**src/sv/sdiv128_pkg.sv**
```systemverilog
package sdiv128_pkg;

    localparam int WORD_W    = 128;
    localparam int HALF_W    = 64;
    localparam int DIV_STEPS = WORD_W;
    localparam int CNT_W     = $clog2(DIV_STEPS);

    typedef enum logic [2:0] {
        ST_IDLE,
        ST_NEG_A,
        ST_NEG_B,
        ST_DIV,
        ST_NEG_Q,
        ST_DONE
    } div_state_t;

    typedef enum logic [1:0] {
        OPS_DIV,
        OPS_NEG_A,
        OPS_NEG_B,
        OPS_NEG_Q
    } ops_sel_t;

    typedef struct packed {
        logic idle;
        logic done;
    } core_status_t;

endpackage

```
**src/sv/sdiv128_core.sv**
```systemverilog
module sdiv128_core
    import sdiv128_pkg::*;
(
    input  logic                aclk,
    input  logic                aresetn,
    input  logic                start,
    input  logic [WORD_W-1:0]   dividend,
    input  logic [WORD_W-1:0]   divisor,
    input  logic                out_free,
    output core_status_t        status,
    output logic [WORD_W-1:0]   quotient,
    output logic                div_zero
);

    div_state_t              state_reg, state_next;
    logic [WORD_W-1:0]       a_reg, a_next;
    logic [WORD_W-1:0]       b_reg, b_next;
    logic [WORD_W-1:0]       r_reg, r_next;
    logic [CNT_W-1:0]        cnt_reg, cnt_next;
    logic                    neg_a_reg, neg_a_next;
    logic                    neg_b_reg, neg_b_next;
    logic                    dz_reg, dz_next;

    ops_sel_t                ops_sel;
    logic [WORD_W:0]         sub_x;
    logic [WORD_W:0]         sub_y;
    logic [WORD_W+1:0]       diff;
    logic                    borrow;

    // next state
    always_comb begin
        state_next = state_reg;
        case (state_reg)
            ST_IDLE: begin
                if (start) begin
                    state_next = (divisor == '0) ? ST_DONE : ST_NEG_A;
                end
            end
            ST_NEG_A: state_next = ST_NEG_B;
            ST_NEG_B: state_next = ST_DIV;
            ST_DIV: begin
                if (cnt_reg == '0) begin
                    state_next = ST_NEG_Q;
                end
            end
            ST_NEG_Q: state_next = ST_DONE;
            ST_DONE: begin
                if (out_free) begin
                    state_next = ST_IDLE;
                end
            end
            default: state_next = ST_IDLE;
        endcase
    end

    // outputs
    always_comb begin
        status.idle = 1'b0;
        status.done = 1'b0;
        ops_sel     = OPS_DIV;
        case (state_reg)
            ST_IDLE:  status.idle = 1'b1;
            ST_NEG_A: ops_sel = OPS_NEG_A;
            ST_NEG_B: ops_sel = OPS_NEG_B;
            ST_DIV:   ops_sel = OPS_DIV;
            ST_NEG_Q: ops_sel = OPS_NEG_Q;
            ST_DONE:  status.done = out_free;
            default:  ops_sel = OPS_DIV;
        endcase
    end

    // shared subtractor
    always_comb begin
        sub_x = '0;
        sub_y = {1'b0, b_reg};
        case (ops_sel)
            OPS_DIV: begin
                sub_x = {r_reg, a_reg[WORD_W-1]};
                sub_y = {1'b0, b_reg};
            end
            OPS_NEG_A: sub_y = {1'b0, a_reg};
            OPS_NEG_B: sub_y = {1'b0, b_reg};
            OPS_NEG_Q: sub_y = {1'b0, a_reg};
            default:   sub_y = {1'b0, b_reg};
        endcase
    end

    assign diff   = {1'b0, sub_x} - {1'b0, sub_y};
    assign borrow = diff[WORD_W+1];

    always_comb begin
        a_next     = a_reg;
        b_next     = b_reg;
        r_next     = r_reg;
        cnt_next   = cnt_reg;
        neg_a_next = neg_a_reg;
        neg_b_next = neg_b_reg;
        dz_next    = dz_reg;
        case (state_reg)
            ST_IDLE: begin
                if (start) begin
                    a_next     = dividend;
                    b_next     = divisor;
                    r_next     = '0;
                    cnt_next   = CNT_W'(DIV_STEPS - 1);
                    neg_a_next = dividend[WORD_W-1];
                    neg_b_next = divisor[WORD_W-1];
                    dz_next    = (divisor == '0);
                end
            end
            ST_NEG_A: begin
                if (neg_a_reg) begin
                    a_next = diff[WORD_W-1:0];
                end
            end
            ST_NEG_B: begin
                if (neg_b_reg) begin
                    b_next = diff[WORD_W-1:0];
                end
            end
            ST_DIV: begin
                if (!borrow) begin
                    r_next = diff[WORD_W-1:0];
                end else begin
                    r_next = sub_x[WORD_W-1:0];
                end
                a_next   = {a_reg[WORD_W-2:0], ~borrow};
                cnt_next = cnt_reg - 1'b1;
            end
            ST_NEG_Q: begin
                if (neg_a_reg != neg_b_reg) begin
                    a_next = diff[WORD_W-1:0];
                end
            end
            default: begin
                a_next = a_reg;
            end
        endcase
    end

    always_ff @(posedge aclk) begin
        if (!aresetn) begin
            state_reg <= ST_IDLE;
        end else begin
            state_reg <= state_next;
        end
        a_reg     <= a_next;
        b_reg     <= b_next;
        r_reg     <= r_next;
        cnt_reg   <= cnt_next;
        neg_a_reg <= neg_a_next;
        neg_b_reg <= neg_b_next;
        dz_reg    <= dz_next;
    end

    assign quotient = dz_reg ? '0 : a_reg;
    assign div_zero = dz_reg;

endmodule

```
**src/sv/signed_128bit_divider.sv**
```systemverilog
// Signed 128-bit divider: returns the two's-complement quotient of a 128-bit
// dividend by a 128-bit divisor, truncated toward zero. A zero divisor gives a
// zero quotient with divide_by_zero set; the minimum value divided by minus one
// wraps to the minimum value. One 129-bit subtractor is reused for operand
// negation, 128 restoring long-division steps (one quotient bit per cycle) and
// the final sign fix, so a transfer is accepted only when the unit is idle:
// the result is loaded into the output register, and the next input is taken
// only after that, once the unit has returned to idle. The result register lets
// the unit start a new division while the previous result waits on m_tready.
module signed_128bit_divider
    import sdiv128_pkg::*;
(
    input  logic              aclk,
    input  logic              aresetn,
    input  logic              s_tvalid,
    output logic              s_tready,
    // dividend_low, dividend_high, divisor_low, divisor_high
    input  logic [255:0]      s_tdata,
    output logic              m_tvalid,
    input  logic              m_tready,
    // quotient_low, quotient_high
    output logic [127:0]      m_tdata,
    // divide_by_zero
    output logic              m_tuser
);

    core_status_t        status;
    logic [WORD_W-1:0]   quotient;
    logic                div_zero;
    logic                out_free;
    logic                m_tvalid_reg, m_tvalid_next;
    logic [WORD_W-1:0]   m_tdata_reg, m_tdata_next;
    logic                m_tuser_reg, m_tuser_next;

    assign out_free = !m_tvalid_reg || m_tready;
    assign s_tready = status.idle;

    sdiv128_core u_core (
        .aclk     (aclk),
        .aresetn  (aresetn),
        .start    (s_tvalid && status.idle),
        .dividend (s_tdata[2*HALF_W-1:0]),
        .divisor  (s_tdata[4*HALF_W-1:2*HALF_W]),
        .out_free (out_free),
        .status   (status),
        .quotient (quotient),
        .div_zero (div_zero)
    );

    always_comb begin
        m_tvalid_next = m_tvalid_reg;
        m_tdata_next  = m_tdata_reg;
        m_tuser_next  = m_tuser_reg;
        if (status.done) begin
            m_tvalid_next = 1'b1;
            m_tdata_next  = quotient;
            m_tuser_next  = div_zero;
        end else if (m_tready) begin
            m_tvalid_next = 1'b0;
        end
    end

    always_ff @(posedge aclk) begin
        if (!aresetn) begin
            m_tvalid_reg <= 1'b0;
        end else begin
            m_tvalid_reg <= m_tvalid_next;
        end
        m_tdata_reg <= m_tdata_next;
        m_tuser_reg <= m_tuser_next;
    end

    assign m_tvalid = m_tvalid_reg;
    assign m_tdata  = m_tdata_reg;
    assign m_tuser  = m_tuser_reg;

    a_zero_quot: assert property (@(posedge aclk) disable iff (!aresetn)
        m_tvalid && m_tuser |-> m_tdata == '0)
        else $error("divide by zero result carries nonzero quotient");

    a_done_free: assert property (@(posedge aclk) disable iff (!aresetn)
        status.done |-> (!m_tvalid || m_tready))
        else $error("result overwrites a pending transfer");

    a_busy_after: assert property (@(posedge aclk) disable iff (!aresetn)
        s_tvalid && s_tready |=> !s_tready)
        else $error("unit ready right after accepting a transfer");

    a_done_next: assert property (@(posedge aclk) disable iff (!aresetn)
        status.done |=> m_tvalid)
        else $error("finished result not presented");

endmodule

```
**config.mk**
```make
export PLATFORM = sky130hd
export DESIGN_NAME = signed_128bit_divider
export DESIGN_NICKNAME = d
export VERILOG_FILES = /design/src/sv/sdiv128_pkg.sv /design/src/sv/sdiv128_core.sv /design/src/sv/signed_128bit_divider.sv
export SDC_FILE = /design/constraint.sdc
export NUM_CORES = 1
export LEC_CHECK = 0
export BUFFER_PORTS_ARGS = -buffer_cell sky130_fd_sc_hd__buf_4
export CELL_PAD_IN_SITES_DETAIL_PLACEMENT = 1
export CELL_PAD_IN_SITES_GLOBAL_PLACEMENT = 2
export CORE_ASPECT_RATIO = 0.5
export CORE_MARGIN = 4
export CORE_UTILIZATION = 40
export CTS_CLUSTER_SIZE = 25
export DETAILED_ROUTE_END_ITERATION = 6
export HOLD_SLACK_MARGIN = 0.12
export PLACE_DENSITY_LB_ADDON = 0.1
export SYNTH_ARGS = -nofsm -noshare
export SYNTH_HDL_FRONTEND = slang
export SYNTH_SLANG_ARGS = --single-unit
```
**constraint.sdc**
```tcl
create_clock -name aclk -period 19.2 [get_ports aclk]
set_input_delay 0.96 -clock aclk [delete_from_list [all_inputs] [get_ports aclk]]
set_output_delay 0.96 -clock aclk [all_outputs]
set_load 0.01 [all_outputs]
```
=== Word level (Yosys, flattened, before mapping) ===
Index checks and enable logic that the tools add are counted.

* Logic and storage cells: 71
* Output and inout bits: 131
* Input bits: 260
* Bits in registers: 527

* Reduce and logical (&&, ||, !) cells: 18
* Multiplexer cells: 24
* Eq/ne operators: 15
* $add $sub $neg: 2
* Bitwise gates (word level): 1

{| class="wikitable"
|+ Operators with widths
! operator !! number
|-
| $mux 128 || 7
|-
| $pmux 128 s2 || 2
|-
| $pmux 128 s4 || 1
|-
| $pmux 129 s2 || 1
|-
| $sub 129x129->130 || 1
|-
| $mux 129 || 1
|-
| $logic_not 128->1 || 1
|-
| $pmux 3 s6 || 1
|-
| $pmux 7 s2 || 1
|-
| $mux 3 || 4
|-
| $ne 2x1->1 const B || 6
|-
| $logic_not 7->1 || 1
|-
| $mux 7 || 1
|-
| $sub 7x1->7 const B || 1
|-
| $eq 3x2->1 const B || 2
|-
| $eq 3x3->1 const B || 2
|-
| $pmux 2 s3 || 1
|-
| $reduce_and 3->1 || 2
|-
| $reduce_bool 2->1 || 3
|-
| $eq 2x2->1 const B || 2
|-
| $mux 1 || 4
|-
| $reduce_and 2->1 || 2
|-
| $reduce_and 4->1 || 1
|-
| $reduce_bool 4->1 || 1
|-
| 10 further kinds || 11
|}

=== Logic depth before layout (Yosys ltp) ===
Gate-level depths: netlist of run 1.

* Depth in word-level cells: 8
* Depth in mapped cells: 25
* Depth with buffers taken out: 19

=== Modules after synthesis ===
From an unflattened synthesis of run 1, not the netlist that was laid out.

* Cells, all modules: 3391
* Area total of the unflattened synthesis: 32865.3 sq um

{| class="wikitable"
|+ Modules (own cells, without submodules)
! module !! instances !! cells each !! area each (sq um) !! sequential area each (sq um)
|-
| sdiv128_core || 1 || 3257 || 28936.5 || 11891.4
|-
| signed_128bit_divider || 1 || 134 || 3928.8 || 3893.7
|}

=== Least setup slack after synthesis of run 1 ===
No wires, ideal clock.

* Path type: flip-flop to flip-flop
* Start: reg u_core.state_reg[2]
* End: reg u_core.a_reg[0], enable pin
* Library setup time: 0.792 ns
* Buffers on the path: 3
* Data arrival time: 10.191 ns
* Stages on the path, launching flop included: 6
* Period minus slack after synthesis: 10.983 ns
* Slack: 8.217 ns
* Data required time: 18.408 ns
* Cell sequence: dfxtp_1 clkbuf_1 clkbuf_1 clkbuf_1 o21ai_0 o21ai_0

* Word-level cells in the longest chain between the ends: 5
* Elaborated cells on any way between the ends: 11
* Classes of those cells: eq/ne: 6; mux: 1; reduce/logical: 4

{| class="wikitable"
|+ RTL lines
! element !! RTL line !! RTL
|-
| from (decl) || sdiv128_core.sv:15 || <nowiki>div_state_t state_reg, state_next;</nowiki>
|-
| from (signal assigned) || sdiv128_core.sv:145 || <nowiki>state_reg <= state_next;</nowiki>
|-
| $logic_not 3->1 || sdiv128_core.sv:61, sdiv128_core.sv:99 ||
|-
| $mux 1 || sdiv128_core.sv:61 || <nowiki>case (state_reg)</nowiki>
|-
| $logic_and 1x1->1 || signed_128bit_divider.sv:41 || <nowiki>.start (s_tvalid && status.idle),</nowiki>
|-
| $ne 2x1->1 (no source line) || - ||
|-
| $reduce_and 4->1 (no source line) * || - ||
|-
| to (signal assigned) || sdiv128_core.sv:147 || <nowiki>a_reg <= a_next;</nowiki>
|-
| to (decl) || sdiv128_core.sv:16 || <nowiki>logic [WORD_W-1:0] a_reg, a_next;</nowiki>
|}

Mark *: on every way between the ends. The rest lies on a longest branch, timed or not.
A chain may end at the register's enable or synchronous reset.

=== Final worst setup path of run 1 ===
* Start: reg u_core.state_reg[0]
* End: reg u_core.a_reg[107] (data pin)

* Word-level cells in the longest chain between the ends: 8
* Elaborated cells on any way between the ends: 18
* Classes of those cells: add/sub: 1; eq/ne: 7; mux: 6; reduce/logical: 4

{| class="wikitable"
|+ RTL lines
! element !! RTL line !! RTL
|-
| $eq 3x3->1 (tied with other cells) || sdiv128_core.sv:61, sdiv128_core.sv:99 ||
|-
| $pmux 2 s3 || sdiv128_core.sv:61 ||
|-
| $eq 2x1->1 (tied with other cells) || sdiv128_core.sv:76 || <nowiki>case (ops_sel)</nowiki>
|-
| $reduce_or 2->1 (no source line) || - ||
|-
| $pmux 129 s2 || sdiv128_core.sv:76 ||
|-
| $sub 129x129->130 || sdiv128_core.sv:88 || <nowiki>assign diff = {1'b0, sub_x} - {1'b0, sub_y};</nowiki>
|-
| $mux 128, on equally long branches || sdiv128_core.sv:131, sdiv128_core.sv:112 ||
|-
| $pmux 128 s4 * || sdiv128_core.sv:99 || <nowiki>case (state_reg)</nowiki>
|-
| net u_core.a_next[107] || sdiv128_core.sv:16 ||
|}

The timed path passes the listed nets; every way through them passes the cells marked *. The select of a mux whose other input is x is not followed.

==> key figures, run 1 <==
GRT
  – Grt ovf: 0
  – Vias in the first global route: 34400
  – Largest net degree at the start of global routing: 142
  – First-pass GRT wire length: 232000 µm
  – Gr usage total: 31.8%
  – Initial antenna violation count: 8

Final layout
  – Nets: 4605
  – Area Growth Syn to Fin: 14.9%
  – Final Core Density: 46.8%
  – Share of layout cells above drive strength 1: 13.6%
  – Post-route cell area: 41700 µm²

Yosys
  – Post-synth EDFFs: 523
  – Post-synthesis instance total: 4023
  – Syn. warnings: 0
  – Main synth FF type: edfxtp_1
  – Synthesized area per cell: 9.02 µm²
  – Synthesized Nets: 4414
  – #FFs+latches synth: 527
  – Cell variety after synth: 81
  – Synthesized cell area: 36300 µm²
  – Ys async rst share: 0%
  – Post-synthesis sequential area ratio: 43.5%

Power
  – Peak supply drop: 0.0856 mV
  – Leakage Power: 15.8 nW
  – Power Density: 165 nW/µm²

Clocking
  – CTS Root Cell: clkbuf_16
  – Skew-Pair Late Insertion Delay: 0.66 ns
  – CTS buffer count: 53
  – CTS H-Tree Depth: 2
  – CTS tree: done
  – Clock Pin Slew Worst Setup and Hold Paths: 0.07 ns
  – Setup Buffers After CTS: 0
  – Clk sink count: 527
  – CTS Hold Bufs: 0
  – Maximum clock path buffer count: 3
  – Post-CTS resize count: 0

STA
  – Final worst-path cycle share: 45.3%
  – Final hold vios: 0
  – Setup_tns: 0 ns
  – Min Tclk post-route: 8.69 ns
  – Max Clock Freq: 115 MHz
  – # setup viols final: 0
  – Final Max Tran Viols: 0
  – RSZ-0062 raised after global routing: no
  – Slew Limit Headroom: 3.42%
  – Setup WS post-layout: 10.51 ns
  – Skew final: 0.0391 ns
  – Min Hold Slack: 0.516 ns
  – Worst-Margin Slew: 1.43 ns

Place
  – Half-perimeter wire length after placement: 116000 µm
  – IO buf count: 390
  – Pre-CTS setup slack: 10.65 ns
  – Post-DP Area: 40100 µm²
  – Gpl congestion: 0.928

Setup path
  – Crit path max-delay cell type: dfxtp_4
  – Largest stage delay on the critical path: 1.00 ns
  – Worst r2r path cells: 21
  – Max FO, Critical Path: 60
  – Most used cell, CP: buf_4
  – WP buf/inv: 4
  – Top Family by Delay on Critical Path: compound AO/OA/AOI/OAI gates
  – Worst setup path class: reg -> reg
  – Worst EP arrival: 9.03 ns
  – Cells along the critical path: clkinv_1, nand2_4, nor2_1, buf_4, nor2_4, buf_4, buf_4, mux2i_1, ha_1, nand4_1, nor3_1, nand2_1, a2111oi_0, o31a_1, nand2b_1, a21oi_1, o21ai_2, xnor2_1, o21ai_0, a32oi_1, o21ai_0
  – Worst EP required: 19.54 ns
  – CP Depth: 21
  – Setup crit end kind: flop
  – Critical path launch point type: flop

Die
  – Die Height: 221 µm
  – Die width: 434 µm
  – Rows: 77
  – Initial Util: 40.7%
  – Core ar.: 89100 µm²
  – Die area: 95900 µm²
  – I/O Pins: 391

Run
  – Max-cap viol count: 0

Route
  – Routed Antenna Nets: 0
  – DRC: 0
  – Drt total wl: 158000 µm
  – DRT iter0 DRCs: 3099
  – Via-per-instance ratio: 6.20
  – Via count: 33700
  – Number of detailed-route iterations in the first pass: 5
  – WL/cell: 29.0 µm

Worst hold path
  – Hold WC Path Type: in -> reg
  – Hold path depth: 1

Status
  – Run status: completed
==> final cells by class <==
type	instances	area (µm²)
repair buffers	435	3290
clock inverters	25	186
well taps	1185	1480
fillers	10200	47400
diodes	4	10.0
multi-input cells	3158	19300
flip-flops and latches	527	15800
clock buffers	70	1450
inverters	39	151
==> per-layer routing <==
| metal | track usage, % | vias up | share of wire, % |
|---|---|---|---|
| met1 | 44.8 | 17300 | 46 |
| met4 | 7.51 | 0 | 2.4 |
| met3 | 3.53 | 182 | 5.1 |
| li1 | - | 15200 | - |
| met2 | 52.7 | 1056 | 47 |
| met5 | 0 | - | 0 |
==> report_power, final <==
part / total, mW / internal [mW] / switching [mW] / leakage (nW)
Sequential: 1.77 / 1.61 / 0.161 / 5.02
Combinational: 4.04 / 1.26 / 2.78 / 9.98
Clock: 1.07 / 0.558 / 0.508 / 0.793
Total: 6.88 / 3.43 / 3.45 / 15.8
==> per-stage QoR <==
stage / total power [mW] / std cells
2_1_floorplan: 4.42 / 4023
3_3_place_gp: 5.68 / 5344
3_5_place_dp: 5.75 / 5344
4_1_cts: 6.84 / 5439
5_1_grt: 7.31 / 5441
6_report: 6.88 / 5443
==> synthesized netlist by cell type (42+ instances only) <==
cell type	n	share of area, %
nand4_1	80	1.4
nand2_1	534	5.5
a211oi_1	48	0.99
mux2i_1	133	3.7
nand2b_1	108	1.9
nor3_1	100	1.4
xnor2_1	78	1.9
edfxtp_1	523	43
nor2_1	226	2.3
a21oi_1	401	5.5
nand3_1	44	0.61
clkbuf_1	255	2.6
and2_1	147	2.5
xor2_1	42	1.0
a21o_1	73	1.5
nor2b_1	141	2.4
nor4_1	42	0.72
ha_1	130	4.5
o21ai_0	418	5.8
a32oi_1	73	1.8
==> final timing paths <==
| kind | from | end | slack, ns |
|---|---|---|---|
| setup / recovery | u_core.state_reg[0]$_SDFFE_PN0P_ | u_core.a_reg[107]$_DFFE_PP_ | 10.51 |
| hold / removal | s_tdata[127] | u_core.neg_a_reg$_DFFE_PP_ | 0.52 |
| setup reg to reg | u_core.state_reg[0]$_SDFFE_PN0P_ | u_core.a_reg[107]$_DFFE_PP_ | 10.51 |
| hold reg to reg | u_core.a_reg[27]$_DFFE_PP_ | m_tdata[27]$_SDFFCE_PP0P_ | 0.61 |
==> kinds of logic after synthesis <==
| kind of cell | share of synthesized area (%) |
|---|---|
| AOI/OAI and AO/OA | 21.1 |
| xor gates and xnor gates | 2.90 |
| adders and majority gates | 4.54 |
| buffers and inverters | 3.67 |
| DFF | 43.5 |
| muxes | 4.16 |
| and+or+nand+nor | 20.1 |
==> cells in the final DEF (no fill, tap or decap), types with 14 or more instances in the layout <==
| cell | n |
|---|---|
| a21o_1 | 73 |
| xor2_1 | 42 |
| inv_1 | 36 |
| edfxtp_1 | 523 |
| buf_4 | 433 |
| clkinv_1 | 14 |
| a31oi_1 | 32 |
| a211oi_1 | 48 |
| a21oi_1 | 401 |
| nor3_1 | 98 |
| o21ai_0 | 417 |
| a221oi_1 | 18 |
| ha_1 | 130 |
| nand2_1 | 529 |
| mux2_2 | 16 |
| o21bai_1 | 37 |
| and3_1 | 22 |
| mux2i_1 | 133 |
| nand3_1 | 44 |
| a32oi_1 | 73 |
| xnor2_1 | 78 |
| nor2b_1 | 141 |
| nand4_1 | 80 |
| a211o_1 | 15 |
| clkbuf_16 | 54 |
| nand2b_1 | 108 |
| nor4_1 | 37 |
| o21a_1 | 34 |
| nor2_1 | 217 |
| and2_1 | 147 |
| o211ai_1 | 14 |
No activity file was read; power rests on OpenSTA's default activity.
==> run 2: changes to the inputs <==
--- a/config.mk
+++ b/config.mk
@@ -5,12 +5,13 @@
 export SDC_FILE = /design/constraint.sdc
 export NUM_CORES = 1
 export LEC_CHECK = 0
+export ABC_AREA = 1
 export BUFFER_PORTS_ARGS = -buffer_cell sky130_fd_sc_hd__buf_4
 export CELL_PAD_IN_SITES_DETAIL_PLACEMENT = 1
 export CELL_PAD_IN_SITES_GLOBAL_PLACEMENT = 2
 export CORE_ASPECT_RATIO = 0.5
 export CORE_MARGIN = 4
-export CORE_UTILIZATION = 40
+export CORE_UTILIZATION = 33
 export CTS_CLUSTER_SIZE = 25
 export DETAILED_ROUTE_END_ITERATION = 6
 export HOLD_SLACK_MARGIN = 0.12
==> constraint.sdc (replaced) <==
create_clock -name aclk -period 8.91 [get_ports aclk]
set_input_delay 0.4455 -clock aclk [delete_from_list [all_inputs] [get_ports aclk]]
set_output_delay 0.4455 -clock aclk [all_outputs]
set_load 0.01 [all_outputs]
==> run 2 against run 1 <==
Critical path depth rose by 2. Worst hold slack lost 0.37 ns. Sequential share of layout area fell by 5.1 points. Clock power up 110%. Count of clock-buffer cells in the layout fell by 5. Area after synthesis is 11% higher. Total power increased to 3.0 times the previous value.
==> key figures, run 2 <==
Status
  – Run status: completed

STA
  – Slew Limit Headroom: 8.46%
  – # setup viols final: 0
  – Final Max Tran Viols: 0
  – Setup_tns: 0 ns
  – Skew final: 0.0570 ns
  – Worst-Margin Slew: 1.37 ns
  – Final hold vios: 0
  – RSZ-0062 raised after global routing: no
  – Max Clock Freq: 136 MHz
  – Min Tclk post-route: 7.33 ns
  – Min Hold Slack: 0.144 ns
  – Final worst-path cycle share: 82.3%

GRT
  – Gr usage total: 30.5%
  – First-pass GRT wire length: 285000 µm
  – Grt ovf: 0
  – Largest net degree at the start of global routing: 136
  – Vias in the first global route: 41800
  – Initial antenna violation count: 9

Setup path
  – Worst reg-to-reg setup slack: 1.58 ns
  – Crit path max-delay cell type: o21ai_0
  – Worst EP required: 9.33 ns
  – Max FO, Critical Path: 122
  – Cells along the critical path: inv_2, nand2_1, nor2_2, inv_1, nand2_4, buf_12, o21ai_0, ha_1, nand2_1, nor2_1, nand2_1, inv_1, nand2_1, nand2_1, nand2_1, nand2_1, nand2_1, nand3_1, clkinv_2, buf_4, nand2_1, nor2_1, nor2_1
  – Crit path launch: u_core.state_reg[1]$_SDFFE_PN0P_
  – Worst setup path class: reg -> reg
  – Critical path launch point type: flop
  – Worst EP arrival: 7.75 ns
  – Most used cell, CP: nand2_1
  – Largest stage delay on the critical path: 1.21 ns
  – Setup crit end kind: flop
  – Reg-to-Reg Start: u_core.state_reg[1]$_SDFFE_PN0P_

Yosys
  – Post-synthesis instance total: 6255
  – Synthesized cell area: 40300 µm²
  – Synth top cells by count: nand2_1 (2521), inv_1 (1275), nor2_1 (720), edfxtp_1 (523), nand3_1 (307)
  – Post-synth EDFFs: 523
  – Synthesized Nets: 6646
  – Synth top area cells: edfxtp_1 (39%), nand2_1 (23%), inv_1 (12%), nor2_1 (6.7%), ha_1 (4.0%)
  – Ys async rst share: 0%
  – Post-synthesis sequential area ratio: 39.2%
  – Yosys top cell by area: edfxtp_1
  – Synthesized area per cell: 6.44 µm²
  – Cell variety after synth: 38
  – Yosys top cell area share: 39.0%
  – #FFs+latches synth: 527
  – Syn. warnings: 0
  – Count leader, synth: nand2_1
  – Main synth FF type: edfxtp_1

Power
  – Internal Power: 8.48 mW
  – Clock power share: 11.0%
  – Peak supply drop: 0.288 mV
  – Part of the power in registers: 19.9%
  – Switching share of total power: 58.8%
  – Leakage Power: 24.6 nW
  – Part of the power in combinational logic: 69.1%
  – Switch Pwr: 12.1 mW
  – Power Density: 428 nW/µm²
  – Total power: 20.6 mW

Place
  – Gpl congestion: 0.996
  – Half-perimeter wire length after placement: 164000 µm
  – IO buf count: 390
  – Placed cell count: 8104

Die
  – Die area: 128000 µm²
  – Die width: 502 µm
  – Core ar.: 121000 µm²
  – Die Height: 255 µm
  – Initial Util: 33.3%
  – Rows: 90
  – I/O Pins: 391

Final layout
  – Area Growth Syn to Fin: 19.4%
  – Nets: 7107
  – Commonest cells after routing, fill and taps aside: nand2_1 (2517), inv_1 (1273), nor2_1 (719)
  – Fin cells: 8369
  – Commonest non-fill, non-tap cell in the layout: nand2_1
  – Layout fillers: 15500
  – Share of layout cells above drive strength 1: 7.64%

Run
  – Max-cap viol count: 0

Clocking
  – Clk sink count: 527
  – Clock Pin Slew Worst Setup and Hold Paths: 0.07 ns
  – CTS tree: done
  – CTS buffer count: 52
  – Post-CTS resize count: 0
  – Setup Buffers After CTS: 0
  – CTS H-Tree Depth: 2
  – Maximum clock path buffer count: 3
  – CTS Root Cell: clkbuf_16
  – Skew-Pair Late Insertion Delay: 0.67 ns

Route
  – DRT iter0 DRCs: 3553
  – Via-per-instance ratio: 4.94
  – WL/cell: 23.9 µm
  – DRC: 0
  – Drt total wl: 200000 µm
  – Via count: 41400
  – Number of detailed-route iterations in the first pass: 5
  – Routed Antenna Nets: 0

Worst hold path
  – Hold WC Path Type: in -> reg
  – Hold path startpoint: s_tdata[100]
[run 2: changes by cell type in the layout (fill, tap and decap cells not counted), sizes merged, moves of 108 or more]
cell | previous run | this run
o21ai | 429 | 233
nor2 | 226 | 724
and2 | 147 | 3
nand2b | 108 | 0
a21oi | 405 | 83
dlygate4sd3 | 0 | 168
inv | 40 | 1285
mux2i | 133 | 0
nor2b | 141 | 0
nand3 | 44 | 308
nand2 | 535 | 2524
[run 2: metal layers]
| metal | track usage (%) | vias to the layer above | part of all wire, % |
|---|---|---|---|
| met2 | 46.5 | 968 | 42 |
| li1 | - | 20000 | - |
| met3 | 6.82 | 148 | 7.5 |
| met4 | 4.50 | 0 | 1.6 |
| met5 | 0 | - | 0 |
| met1 | 44.9 | 20200 | 49 |
[run 2: cell type report]
type | instances | area (µm²) | share of cell area [%]
flip-flops and latches | 527 | 15800 | 32.8
repair buffers | 589 | 4920 | 10.2
inverters | 1284 | 4830 | 10.0
clock buffers | 65 | 1350 | 2.81
diodes | 6 | 15.0 | 0.0312
well taps | 1610 | 2010 | 4.19
multi-input cells | 4262 | 18900 | 39.4
clock inverters | 26 | 251 | 0.523
[run 2: kinds of logic (layout without fill, tap and decap cells)]
logic type / Yosys count / after routing / synth area share [%]
simple gates: 3676 / 3676 / 36.0
flops: 527 / 527 / 39.2
other cells: 0 / 6 / 0
xor+xnor: 63 / 63 / 1.37
compound gates: 392 / 392 / 5.37
buf+inv: 1466 / 1964 / 14.0
fa+ha+maj: 131 / 131 / 4.09
[run 2: final timing paths]
| path | end | cells after the start |
|---|---|---|
| hold reg to reg | m_tdata[118]$_SDFFCE_PP0P_ | 2 |
| setup reg to reg | u_core.r_reg[2]$_SDFFCE_PN0P_ | 23 |
| hold / removal | u_core.a_reg[100]$_DFFE_PP_ | 3 |
| setup / recovery | u_core.r_reg[2]$_SDFFCE_PN0P_ | 23 |
[run 2: metrics by stage]
| step | cell area (µm²) | utilization, % | setup slack (ns) |
|---|---|---|---|
| 6_report | 48100 | 39.8 | 1.58 |
| 2_1_floorplan | 40300 | - | 0.793 |
| 3_5_place_dp | 44800 | 37.1 | 1.90 |
| 5_1_grt | 48100 | 39.8 | 1.13 |
| 3_3_place_gp | 44800 | 37.1 | 2.18 |
| 4_1_cts | 48100 | 39.8 | 1.89 |
[run 2: critical path: cells and delay by family, from the launching register on]
kind | cells | cell delay [ns]
AND/OR/NAND/NOR | 15 | 2.31
AO/OA/AOI/OAI | 1 | 1.21
buffers and inverters | 6 | 2.04
flip-flops | 1 | 0.48
adder cells (fa/ha/maj) | 1 | 0.48
[run 2: repair_timing]
item,in CTS,in global routing
endpoints found under the hold margin,172,0
endpoints found under the setup margin,0,0
hold buffers,168,0
[run 2: power by group through the flow]
stage	Combinational, mW	Sequential (mW)	Clock (mW)
floorplan	8.37	4.20	0
global placement	13.7	4.10	0
detailed placement	14.0	4.13	0
CTS	14.1	4.08	2.30
global route	15.6	4.15	2.40
finish	14.2	4.09	2.26
